<file path="src/hdl/ilst_pkg.sv">
`default_nettype none
package ilst_pkg;

  // Widest cell index: CAPACITY can reach 256, so a count needs 9 bits
  localparam int MAX_IDX_W = 9;
  typedef logic [MAX_IDX_W-1:0] idx_t;

  typedef enum logic [3:0] {
    CMD_PUSH_FRONT = 4'd0,
    CMD_PUSH_BACK  = 4'd1,
    CMD_POP_FRONT  = 4'd2,
    CMD_POP_BACK   = 4'd3,
    CMD_INSERT     = 4'd4,
    CMD_REMOVE     = 4'd5,
    CMD_GET        = 4'd6,
    CMD_FIND       = 4'd7,
    CMD_CLEAR      = 4'd8
  } cmd_t;

  localparam logic [2:0] ST_OK       = 3'd0;
  localparam logic [2:0] ST_RANGE    = 3'd1;
  localparam logic [2:0] ST_EMPTY    = 3'd2;
  localparam logic [2:0] ST_NOTFOUND = 3'd3;
  localparam logic [2:0] ST_FULL     = 3'd4;

  typedef enum logic [2:0] {
    OP_HOLD   = 3'd0,
    OP_INSERT = 3'd1,
    OP_WRITE  = 3'd2,
    OP_DELETE = 3'd3,
    OP_FIND   = 3'd4,
    OP_GET    = 3'd5
  } cell_op_t;

  typedef struct packed {
    cell_op_t op;
    idx_t     at;
    idx_t     occ;
  } cell_ctl_t;

  typedef struct packed {
    logic [3:0]         command;
    logic [4:0]         position;
    logic signed [31:0] item_value;
  } in_req_t;

  typedef struct packed {
    logic [2:0]         status;
    logic signed [31:0] read_value;
    logic [3:0]         found_position;
    logic [4:0]         entry_count;
    logic               is_empty;
  } out_rsp_t;

endpackage
`default_nettype wire

</file>
<file path="src/hdl/ilst_cell.sv">
`default_nettype none
module ilst_cell #(
  parameter int INDEX      = 0,
  parameter int DATA_WIDTH = 32
) (
  input  wire logic                  clk,
  input  wire logic                  rst_n,
  input  wire ilst_pkg::cell_ctl_t   ctl,
  input  wire logic [DATA_WIDTH-1:0] new_val,
  input  wire logic [DATA_WIDTH-1:0] left_data,
  input  wire logic [DATA_WIDTH-1:0] right_data,
  output logic      [DATA_WIDTH-1:0] data,
  output logic                       hit
);

  localparam ilst_pkg::idx_t MY_IDX = ilst_pkg::idx_t'(INDEX);

  logic [DATA_WIDTH-1:0] data_r, data_nxt;
  logic                  hit_r, hit_nxt;

  always_comb begin
    data_nxt = data_r;
    hit_nxt  = 1'b0;
    unique case (ctl.op)
      ilst_pkg::OP_INSERT: begin
        if (MY_IDX > ctl.at) begin
          data_nxt = left_data;
        end else if (MY_IDX == ctl.at) begin
          data_nxt = new_val;
        end
      end
      ilst_pkg::OP_WRITE: begin
        if (MY_IDX == ctl.at) begin
          data_nxt = new_val;
        end
      end
      ilst_pkg::OP_DELETE: begin
        if (MY_IDX >= ctl.at) begin
          data_nxt = right_data;
        end
      end
      ilst_pkg::OP_FIND: hit_nxt = (MY_IDX < ctl.occ) && (data_r == new_val);
      ilst_pkg::OP_GET:  hit_nxt = (MY_IDX == ctl.at);
      default: ;
    endcase
  end

  // hit flag holds while the cell op is OP_HOLD, so a stalled result stage still sees it
  always_ff @(posedge clk) begin
    if (!rst_n) begin
      hit_r <= 1'b0;
    end else if (ctl.op != ilst_pkg::OP_HOLD) begin
      hit_r <= hit_nxt;
    end
  end

  always_ff @(posedge clk) begin
    data_r <= data_nxt;
  end

  assign data = data_r;
  assign hit  = hit_r;

endmodule
`default_nettype wire

</file>
<file path="config.mk">
export PLATFORM = sky130hd
export DESIGN_NAME = ilst_cell
export DESIGN_NICKNAME = d
export VERILOG_FILES = /design/src/hdl/ilst_pkg.sv /design/src/hdl/ilst_cell.sv
export SDC_FILE = /design/constraint.sdc
export NUM_CORES = 1
export LEC_CHECK = 0
export BUFFER_PORTS_ARGS = -buffer_cell sky130_fd_sc_hd__buf_2
export CAP_MARGIN = 30
export CELL_PAD_IN_SITES_DETAIL_PLACEMENT = 1
export CELL_PAD_IN_SITES_GLOBAL_PLACEMENT = 1
export CORE_MARGIN = 3
export CORE_UTILIZATION = 29
export DETAILED_ROUTE_END_ITERATION = 12
export PLACE_DENSITY = 0.86
export SLEW_MARGIN = 15
export SYNTH_ARGS = -nofsm -noshare
export SYNTH_HDL_FRONTEND = slang
export SYNTH_SLANG_ARGS = --single-unit
</file>
<file path="constraint.sdc">
create_clock -name clk -period 4.1 [get_ports clk]
set_input_delay 0 -clock clk [delete_from_list [all_inputs] [get_ports clk]]
set_output_delay 0 -clock clk [all_outputs]
set_load 0.005 [all_outputs]
</file>
Word-level counts from Yosys, hierarchy flattened
Cells that the tools add are included.

Flip-flop bits (word level): 33.

Magnitude comparators: 3. Equal/unequal tests: 7. Mux-type cells: 5. Reduce and logical (&&, ||, !) cells: 5.

Operators with widths (number): $mux 32 (3); $pmux 32 s3 (1); $eq 32x32->1 (1); $ge 1x9->1 const A (1); $gt 1x9->1 const A (1); $logic_not 9->1 (1); $lt 1x9->1 const A (1); $eq 3x2->1 const B (2); $eq 3x3->1 const B (2); $reduce_bool 3->1 (2); $eq 3x1->1 const B (1); $ne 2x2->1 const B (1); $pmux 1 s2 (1); $reduce_and 2->1 (1); $logic_and 1x1->1 (1).

Longest topological paths before layout
Gate-level depths: netlist (run 1).

Depth after elaboration: 4. Depth in mapped cells: 5. Gate-level depth less buffers: 5.

Worst setup path before layout (run 1)
Ideal clock, no wire load.

Path type: input port to flip-flop. From: input ctl[16] (netlist bit). To: register data_r[0] (netlist: data[0]) (enable). Library setup time: 441 ps. Arrival time: 2387 ps. Data required time: 3659 ps. Slack: 1272 ps. Stages on the path: 4. Path buffers: 1. Path through: nor4_2 > nand3_4 > buf_6 > a31oi_1.

Longest elaborated chain between the ends: 3.

RTL lines: start, declared (RTL line ilst_cell.sv:8) `input wire ilst_pkg::cell_ctl_t ctl,`; $ge 1x9->1 (RTL line ilst_cell.sv:38) `if (MY_IDX >= ctl.at) begin`; $ne 2x2->1 (no source line); $reduce_and 2->1 (no source line); end signal, assigned (RTL line ilst_cell.sv:58) `data_r <= data_nxt;`; end, declared (RTL line ilst_cell.sv:18) `logic [DATA_WIDTH-1:0] data_r, data_nxt;`.

Every way passes these cells. A chain may end at the register's enable or synchronous reset.

Worst setup path after layout (run 1)
From: input ctl[16] (netlist bit). To: register data_r[19] (netlist: data[19]) (enable).

The elaborated chain is that of the path after synthesis.

==> results by group, run 1 <==
STA
  • Post-layout minimum cycle time: around 1.8 ns
  • Final Hold Viols: 0
  • Slew Limit Fails: 0
  • Endpoints failing setup: 0
  • RSZ-0062 raised after global routing: no
  • Worst slew pin tran: roughly 0.70 ns
  • Final period utilization: 44.7%
  • Max_slew headroom: 53.1%
  • Setup Total Neg Slack: 0 ns
  • Max Fclk: around 550 MHz
  • Clock skew: ~0.0085 ns

Logic synthesis
  • Post-synth EDFFs: 32
  • Top FF cell, synth: edfxtp_1
  • Area leader, netlist: edfxtp_1
  • Part of the Yosys area used for sequential elements: 46.6%
  • Post-Syn Instances: 198
  • Syn. warnings: 0
  • Syn Area/Cell: 10.6 sq um
  • Synth cell count leaders: nor2_1 (34), a21oi_1 (32), edfxtp_1 (32), mux2i_1 (32), xnor2_1 (23)
  • Top cell type's share of synthesized area: between 40% and 50%
  • Syn nets: 317
  • Cell with the most instances after synthesis: nor2_1
  • Register bit total from synthesis: 33
  • Asr flop ratio synth: 0%
  • Top cells by area, synth: edfxtp_1 (46%), mux2i_1 (15%), xnor2_1 (9.6%)
  • Post-synthesis cell area: 2100 sq um
  • Yosys cell types: 24

Power and ir drop
  • Combinational power share: 19.8%
  • Leakage: between 1 and 1.5 nW
  • Part of the power in registers: 51.1%
  • Power per standard cell area: 278 nW/um^2
  • Net Sw Power: 208 uW
  • VDD IR max: about 0.00012 V
  • Clock network power share: between 20 and 30%
  • Internal Power: roughly 600 uW
  • Switch share: 25.6%

Clock network
  • Later-pin clock latency in the skew report: 0.28 ns
  • Clock tree from TritonCTS: built
  • Hold_buf cts: 0
  • Gates resized, CTS repair: 0
  • Clk sink count: 33
  • Inserted Clock Buffers: 5
  • Clock Tree Root: clkbuf_8
  • Post-CTS setup buffer count: 0
  • Clock slew at reported path FFs: 0.07 ns
  • Clk buf depth: 2
  • # H-tree levels: 2

Place
  • IO Port Bufs: roughly 120
  • Hpwl dp: between 4 and 5 mm
  • Post-DP Area: 2830 sq um
  • DP Cell Count: 407
  • Placer Congestion: 0.712

Worst setup path
  • CP Class: input port to register
  • CP Capture Type: register
  • WP data required: between 4 and 5 ns
  • Startpoint Class: input port
  • Worst Path Arrival: 1.82 ns
  • Critical path fanouts, max: 34

Detailed routing
  • Vias per Instance: approximately 4.7
  • Routed WL: 6.26 mm
  • Initial DRC count: 57
  • Vias: 1,968
  • Initial DRT Pass Iterations: 3
  • DRC viols: 0
  • ANT nets after route: 0
  • Avg WL per Cell: 15.1 um

Finish
  • Area Overhead vs Synth: 38.2%
  • Fin area: 2910 sq um
  • Net count of the finished layout: between 400 and 500
  • Layout fillers: 861
  • Final Non-Filler Cells: 415
  • Layout cells sized above 1: 41.1%
  • Ant. Diodes: 0

Floorplan
  • # IOs: ~150
  • Die W: 91.2 um
  • Die area: 8310 sq um
  • Die height: 91.2 um
  • Starting Density: 30.5%
  • FP Rows: 30
  • Core Region: a little under 7000 sq um

Run
  • Max_cap viols: 0

Worst hold path
  • HP Class: input port to register

GRT
  • Number of global-route vias before repair: 2,064
  • GRT overflow: 0
  • Total GRT Usage: 15.1%
  • First-pass GRT wire length: 10.1 mm
  • Initial antenna violation count: 0
  • Largest net degree at the start of global routing: 37

Run status
  • Status: finished clean
cell type report:
class	instances	area (sq um)	area share [%]
timing repair buffer	123	649	22.3
tap	96	120	4.13
sequential	33	981	33.7
clock buffer	8	80.1	2.75
inverter	1	3.75	0.129
multi-input combinational	154	1070	36.9
power groups by stage:
stage	Sequential [mW]	Clock [mW]	Combinational [mW]
4_1_cts	0.414	0.250	0.164
6_report	0.414	0.236	0.160
5_1_grt	0.416	0.265	0.180
3_3_place_gp	0.420	0	0.152
2_1_floorplan	0.422	0	0.0695
3_5_place_dp	0.421	0	0.163
logic make-up (layout without fill, tap and decap cells):
family | Yosys count | in the layout | synth area share, %
flops | 33 | 33 | 46.6
compound gates | 38 | 38 | 9.51
buf+inv | 11 | 132 | 3.09
simple gates | 52 | 52 | 12.2
xor+xnor | 32 | 32 | 13.3
mux | 32 | 32 | 15.2
registers in the layout, indices dropped and copies added (netlist names):
register  flops
data         32
hit           1
per-stage QoR:
| stage | util [%] | total power, mW | setup slack [ns] | hold slack (ns) |
|---|---|---|---|---|
| 2_1_floorplan | - | 0.492 | 1.27 | 0.209 |
| 3_3_place_gp | 40.4 | 0.571 | 1.77 | 0.317 |
| 3_5_place_dp | 40.9 | 0.584 | 1.93 | 0.328 |
| 4_1_cts | 42.1 | 0.827 | 2.23 | 0.0283 |
| 5_1_grt | 42.1 | 0.861 | 2.16 | 0.0432 |
| 6_report | 42.1 | 0.810 | 2.27 | 0.0411 |
critical path: stages:
cell	delay [ns]
buf_2	0.10
nor4_2	0.36
nand3_4	0.09
buf_4	0.33
a31oi_4	0.68
buf_16	0.24
placed cells by master, fill, tap and decap left out, types with 2 or more instances in the layout:
cell type / synthesis / final
clkbuf_1: 3 / 3
mux2i_1: 32 / 32
nor3_1: 2 / 2
xnor2_1: 23 / 23
clkbuf_8: 0 / 5
nor4_1: 5 / 5
buf_4: 0 / 2
nor2_1: 34 / 34
buf_2: 1 / 119
edfxtp_1: 32 / 32
a21oi_1: 32 / 32
xor2_1: 9 / 9
nand4_1: 7 / 7
layer usage:
layer	vias to the layer above	GRT usage, %	share of wire (%)
met5	-	0	0
met4	0	2.64	0.22
met3	2	4.89	8.3
met2	79	26.1	49
met1	920	18.5	42
li1	967	-	-
path summary, 6_finish.rpt:
kind,cells past startpoint,start,endpoint,slack (ns)
max,6,ctl[16],data[19],2.27
min,3,right_data[0],data[0],0.04
max reg2reg,5,data[28],hit,2.44
min reg2reg,3,data[26],hit,0.69
Note: power is estimated with default switching activity, not from simulation.
==> run 2: changes to the inputs <==
==> constraint.sdc (replaced) <==
create_clock -name clk -period 1.83 [get_ports clk]
set_input_delay 0 -clock clk [delete_from_list [all_inputs] [get_ports clk]]
set_output_delay 0 -clock clk [all_outputs]
set_load 0.005 [all_outputs]
==> run 2 against run 1 <==
  * Total power is 130% higher
  * Combinational power is 120% higher
  * Largest power group unchanged
  * Hold slack worse by 0.0045 ns
  * Flip-flop and latch count stayed put
  * Routed wire length is 1.4% higher
==> results by group, run 2 (synthesis results as in run 1) <==
Floorplan
  • Die W: 91.2 um (unchanged)
  • # IOs: 152 (unchanged)
  • Starting Density: 30.5% (unchanged)
  • Core Region: 6910 sq um (unchanged)
  • Die area: 8310 sq um (unchanged)
  • FP Rows: 30 (unchanged)
  • Die height: 91.2 um (unchanged)

Detailed routing
  • Routed WL: 6.35 mm (+1.4%)
  • Avg WL per Cell: 15.3 um (+1.2%)
  • Vias: 1,962 (-0.30%)
  • Initial DRT Pass Iterations: 4 (+1)
  • Vias per Instance: 4.72 (-0.54%)
  • Met3 WL post-DR: 507 um (-2.9%)
  • Top sig layer: met4
  • ANT nets after route: 0 (unchanged)
  • DRC viols: 0 (unchanged)
  • M1 WL: 2.55 mm (-2.8%)
  • Initial DRC count: 61 (+7.0%)
  • Routed met2 length: 3.25 mm (+4.9%)

Finish
  • Most frequent cells in the layout: buf_2 (119), nor2_1 (34), mux2i_1 (32), a21oi_1 (32), edfxtp_1 (32)
  • Layout fillers: 858 (-0.35%)
  • Max reg flops: 32 (unchanged)
  • Net count of the finished layout: 438 (+0.23%)
  • Most common cell after layout, fill and taps aside: buf_2
  • Reg area: 981 sq um (unchanged)
  • Ant. Diodes: 0 (unchanged)
  • Layout cells sized above 1: 41.9% (+0.81 points)
  • Area Overhead vs Synth: 38.1% (about the same)
  • Post-Route Utilization: 42.1% (about the same)
  • Multi-input gate area: 1070 sq um (unchanged)

STA
  • Clock skew: 0.00737 ns (-0.00114 ns)
  • Post-layout minimum cycle time: between 1.5 and 2 ns
  • RSZ-0062 raised after global routing: no
  • Max Fclk: 606 MHz
  • Endpoints failing setup: 0 (unchanged)
  • Final Hold Viols: 0 (unchanged)
  • Final period utilization: 90.1%
  • Worst slew pin tran: 0.405 ns (-0.299 ns)
  • Slew Limit Fails: 0 (unchanged)
  • Max_slew headroom: 72.8% (+20 points)
  • Setup Total Neg Slack: 0 ns (unchanged)

Power and ir drop
  • VDD IR max: 0.000298 V (+150%)
  • Part of the power in registers: 50.6% (-0.5 points)
  • Internal Power: 1.34 mW (+120%)
  • Combinational power share: 19.5% (-0.3 points)
  • Clock network power share: 29.8% (+0.7 points)
  • Leakage: 1.41 nW (+0.55%)
  • Power per standard cell area: 629 nW/um^2 (+130%)
  • Net Sw Power: 489 uW (+140%)
  • Switch share: 26.8% (+1.1 points)

Clock network
  • Clock slew at reported path FFs: 0.08 ns (about the same)
  • Clock tree from TritonCTS: built
  • Clock Tree Root: clkbuf_8
  • Hold_buf cts: 0 (unchanged)
  • Post-CTS setup buffer count: 0 (unchanged)
  • Clk sink count: 33 (unchanged)
  • Gates resized, CTS repair: 0 (unchanged)
  • Clk buf depth: 2 (unchanged)
  • Later-pin clock latency in the skew report: 0.28 ns (about the same)
  • Inserted Clock Buffers: 5 (unchanged)
  • # H-tree levels: 2 (unchanged)

Place
  • Hpwl dp: 5.01 mm (+0.88%)
  • Placer Congestion: 0.702 (-1.4%)
  • IO Port Bufs: 119 (unchanged)

Worst setup path
  • Worst path buffer plus inverter count: 0 (-3)
  • Top cell by count, worst path: nand4_1
  • CP Class: register to register
  • Startpoint Class: register
  • CP Capture Type: register
  • Critical-path top delay cell: nor4_1
  • WP data required: 2.03 ns (-2.05 ns)
  • Worst Path Arrival: 1.85 ns (+0.03 ns)
  • Critical Path Max Stage Delay: 0.44 ns (-0.24 ns)
  • Crit path max-delay family: simple AND/OR/NAND/NOR gates
  • Critical path fanouts, max: 3 (-91%)
  • Critical-path cell list: xnor2_1 > nand4_1 > nor4_1 > nand4_1 > o22ai_1

GRT
  • Initial antenna violation count: 0 (unchanged)
  • Largest net degree at the start of global routing: 65 (+76%)
  • Total GRT Usage: 15.4% (+0.28 points)
  • Number of global-route vias before repair: 2,079 (+0.73%)
  • First-pass GRT wire length: 10.2 mm (+1.0%)
  • GRT overflow: 0 (unchanged)

Worst hold path
  • HP Class: input port to register

Run status
  • Status: finished clean

Run
  • Max_cap viols: 0 (unchanged)
-- run 2: path summary, 6_finish.rpt --
check	from	cells past startpoint	endpoint	slack [ns]
min reg2reg	data[9]	3	hit	0.66
max	data[28]	5	hit	0.18
min	right_data[29]	3	data[29]	0.04
max reg2reg	data[28]	5	hit	0.18
-- run 2: final cells by class --
class / count / share of cell area (%)
Clock buffer: 6 / 2.50
Clock inverter: 2 / 0.344
Inverter: 1 / 0.129
Multi-Input combinational cell: 154 / 36.9
Sequential cell: 33 / 33.7
Tap cell: 96 / 4.13
Timing Repair Buffer: 124 / 22.2
-- run 2: through the flow --
stage	std cells	power, mW	setup slack, ns	cell area [sq um]	hold WS, ns
final	416	1.83	0.181	2910	0.0366
after global routing	416	1.95	0.0434	2910	0.0373
after CTS	416	1.87	0.0860	2910	0.0248
after detailed placement	408	1.31	0.106	2820	0.329
after global placement	408	1.29	0.173	2820	0.315
after floorplan	198	1.10	0.0766	2120	0.209
-- run 2: tightest hold or removal path: stages --
cell and delay, ns:
buf_2 0.07, nor2_1 0.03, a21oi_1 0.10
-- run 2: power by group through the flow --
stage,logic (mW),registers [mW],clock network [mW]
6_report,0.357,0.925,0.545
5_1_grt,0.396,0.932,0.619
4_1_cts,0.365,0.925,0.581
3_5_place_dp,0.363,0.942,0
3_3_place_gp,0.349,0.939,0
2_1_floorplan,0.158,0.943,0
-- run 2: metal layers --
layer  vias to the layer above  track usage (%)
li1                        965                -
met1                       912             16.8
met2                        80             28.8
met3                         5             4.81
met4                         0             3.39
met5                         -                0
==> run 3: changes to the inputs <==
--- a/config.mk
+++ b/config.mk
@@ -13,6 +13,7 @@
 export CORE_UTILIZATION = 29
 export DETAILED_ROUTE_END_ITERATION = 12
 export PLACE_DENSITY = 0.86
+export RECOVER_POWER = 25
 export SLEW_MARGIN = 15
 export SYNTH_ARGS = -nofsm -noshare
 export SYNTH_HDL_FRONTEND = slang
==> run 3 against run 2 <==
  * Clock power is essentially flat
  * Utilization shrank 0.16 points
  * Total power shrank 0.12%
  * Combinational power is essentially flat
  * Sequential share of layout area grew 0.13 points
  * Via count shrank 0.25%
  * Register-to-register slack is essentially flat
  * Flip-flop and latch count is the same
  * Critical path type unchanged
  * First-iteration DRC count is the same
==> results by group, run 3 (synthesis results as in run 1) <==
Finish
  • Layout fillers: 862 (+0.47%)
  • Most common cell after layout, fill and taps aside: buf_2
  • Area Overhead vs Synth: 37.6%
  • Max reg flops: 32 (unchanged)
  • Layout cells sized above 1: 39.1% (-2.8 points)
  • Ant. Diodes: 0 (unchanged)
  • Most frequent cells in the layout: buf_2 (110), nor2_1 (34), mux2i_1 (32), a21oi_1 (32), edfxtp_1 (32)
  • Final Non-Filler Cells: 416 (unchanged)
  • Net count of the finished layout: 438 (unchanged)

Worst setup path
  • Critical-path cell list: xnor2_1 > nand4_1 > nor4_1 > nand4_1 > o22ai_1
  • Worst path buffer plus inverter count: 0 (unchanged)
  • Worst Path Arrival: 1.85 ns (about the same)
  • CP Class: register to register
  • CP Capture Type: register
  • WP data required: 2.03 ns (about the same)
  • Startpoint Class: register
  • Critical-path top delay cell: nor4_1
  • Top cell by count, worst path: nand4_1
  • Critical path fanouts, max: 3 (unchanged)
  • Crit path max-delay family: simple AND/OR/NAND/NOR gates
  • Critical Path Max Stage Delay: 0.44 ns (about the same)
  • R2r setup slk: 0.18 ns (about the same)

STA
  • RSZ-0062 raised after global routing: no
  • Max_slew headroom: 72.8% (unchanged)
  • Fin Hold WS: 0.0366 ns (+0.0000632 ns)
  • Max Fclk: 607 MHz (about the same)
  • Final period utilization: 90.1% (about the same)
  • Slew Limit Fails: 0 (unchanged)
  • Clock skew: 0.00741 ns (+0.0000472 ns)
  • Setup Total Neg Slack: 0 ns (unchanged)
  • Endpoints failing setup: 0 (unchanged)
  • Worst slew pin tran: 0.405 ns (unchanged)
  • Post-layout minimum cycle time: 1.65 ns (-0.000132 ns)
  • Final Hold Viols: 0 (unchanged)

GRT
  • Initial antenna violation count: 0 (unchanged)
  • GRT overflow: 0 (unchanged)
  • Number of global-route vias before repair: 2,079 (unchanged)
  • Largest net degree at the start of global routing: 65 (unchanged)
  • First-pass GRT wire length: 10.2 mm (unchanged)
  • Total GRT Usage: 15.4% (unchanged)

Clock network
  • # H-tree levels: 2 (unchanged)
  • Gates resized, CTS repair: 0 (unchanged)
  • Clk buf depth: 2 (unchanged)
  • Post-CTS setup buffer count: 0 (unchanged)
  • Clock Tree Root: clkbuf_8
  • Inserted Clock Buffers: 5 (unchanged)
  • Hold_buf cts: 0 (unchanged)
  • Clock tree from TritonCTS: built
  • Later-pin clock latency in the skew report: 0.28 ns (about the same)
  • Clk sink count: 33 (unchanged)
  • Clock slew at reported path FFs: 0.08 ns (about the same)

Floorplan
  • Die height: 91.2 um (unchanged)
  • Starting Density: 30.5% (unchanged)
  • Die W: 91.2 um (unchanged)
  • Die area: 8310 sq um (unchanged)
  • Core Region: 6910 sq um (unchanged)
  • # IOs: 152 (unchanged)
  • FP Rows: 30 (unchanged)

Place
  • Hpwl dp: 5.01 mm (unchanged)
  • Placer Congestion: 0.702 (unchanged)
  • IO Port Bufs: 119 (unchanged)
  • DP Cell Count: 408 (unchanged)

Run status
  • Status: finished clean

Detailed routing
  • DRC viols: 0 (unchanged)
  • Vias: 1,957 (-0.25%)
  • Routed WL: 6.36 mm (+0.19%)
  • ANT nets after route: 0 (unchanged)
  • Initial DRT Pass Iterations: 4 (unchanged)
  • Initial DRC count: 61 (unchanged)
  • Avg WL per Cell: 15.3 um (+0.19%)
  • Vias per Instance: 4.70 (-0.25%)

Power and ir drop
  • Power per standard cell area: 630 nW/um^2 (+0.26%)
  • Leakage: 1.39 nW (-1.7%)
  • VDD IR max: 0.000298 V (about the same)

Run
  • Max_cap viols: 0 (unchanged)

Worst hold path
  • HP Class: input port to register
## run 3: cell count changes in the layout (fill, tap and decap cells not counted)
| cell | change |
|---|---|
| clkbuf_1 | +8 |
| buf_2 | -9 |
| buf_1 | +1 |
## run 3: area by class of cell
type	count	area (sq um)	share of cell area, %
repair buffers	124	634	21.9
flip-flops and latches	33	981	33.9
clock buffers	6	72.6	2.51
clock inverters	2	10.0	0.346
well taps	96	120	4.15
multi-input cells	154	1070	37.1
inverters	1	3.75	0.130
## run 3: report_power, final
group	internal, mW	switching (mW)	total (mW)
Combinational	0.183	0.171	0.354
Clock	0.264	0.281	0.545
Sequential	0.889	0.0368	0.926
Total	1.34	0.489	1.82
## run 3: layer usage
| metal | global-route usage (%) | vias to the layer above | wire length [um] |
|---|---|---|---|
| met3 | 4.81 | 5 | 507 |
| met5 | 0 | - | 0 |
| met1 | 16.8 | 908 | 2570 |
| met4 | 3.39 | 0 | 40 |
| met2 | 28.8 | 80 | 3250 |
| li1 | - | 964 | - |
## run 3: final timing paths
| kind | start | endpoint | depth (start not counted) |
|---|---|---|---|
| max | data[28] | hit | 5 |
| min | right_data[29] | data[29] | 3 |
| max reg2reg | data[28] | hit | 5 |
| min reg2reg | data[9] | hit | 3 |
## run 3: per-stage QoR
step / worst slack, ns / power (mW) / utilization [%] / area (sq um)
after floorplan: 0.0766 / 1.10 / - / 2120
after global placement: 0.173 / 1.29 / 40.9 / 2820
after detailed placement: 0.106 / 1.31 / 40.9 / 2820
after CTS: 0.0860 / 1.87 / 42.1 / 2910
after global routing: 0.0434 / 1.94 / 41.9 / 2900
final: 0.181 / 1.82 / 41.9 / 2900
## run 3: worst min-delay path, cell delays in order
cell and delay (ns):
buf_2 0.07, nor2_1 0.03, a21oi_1 0.10
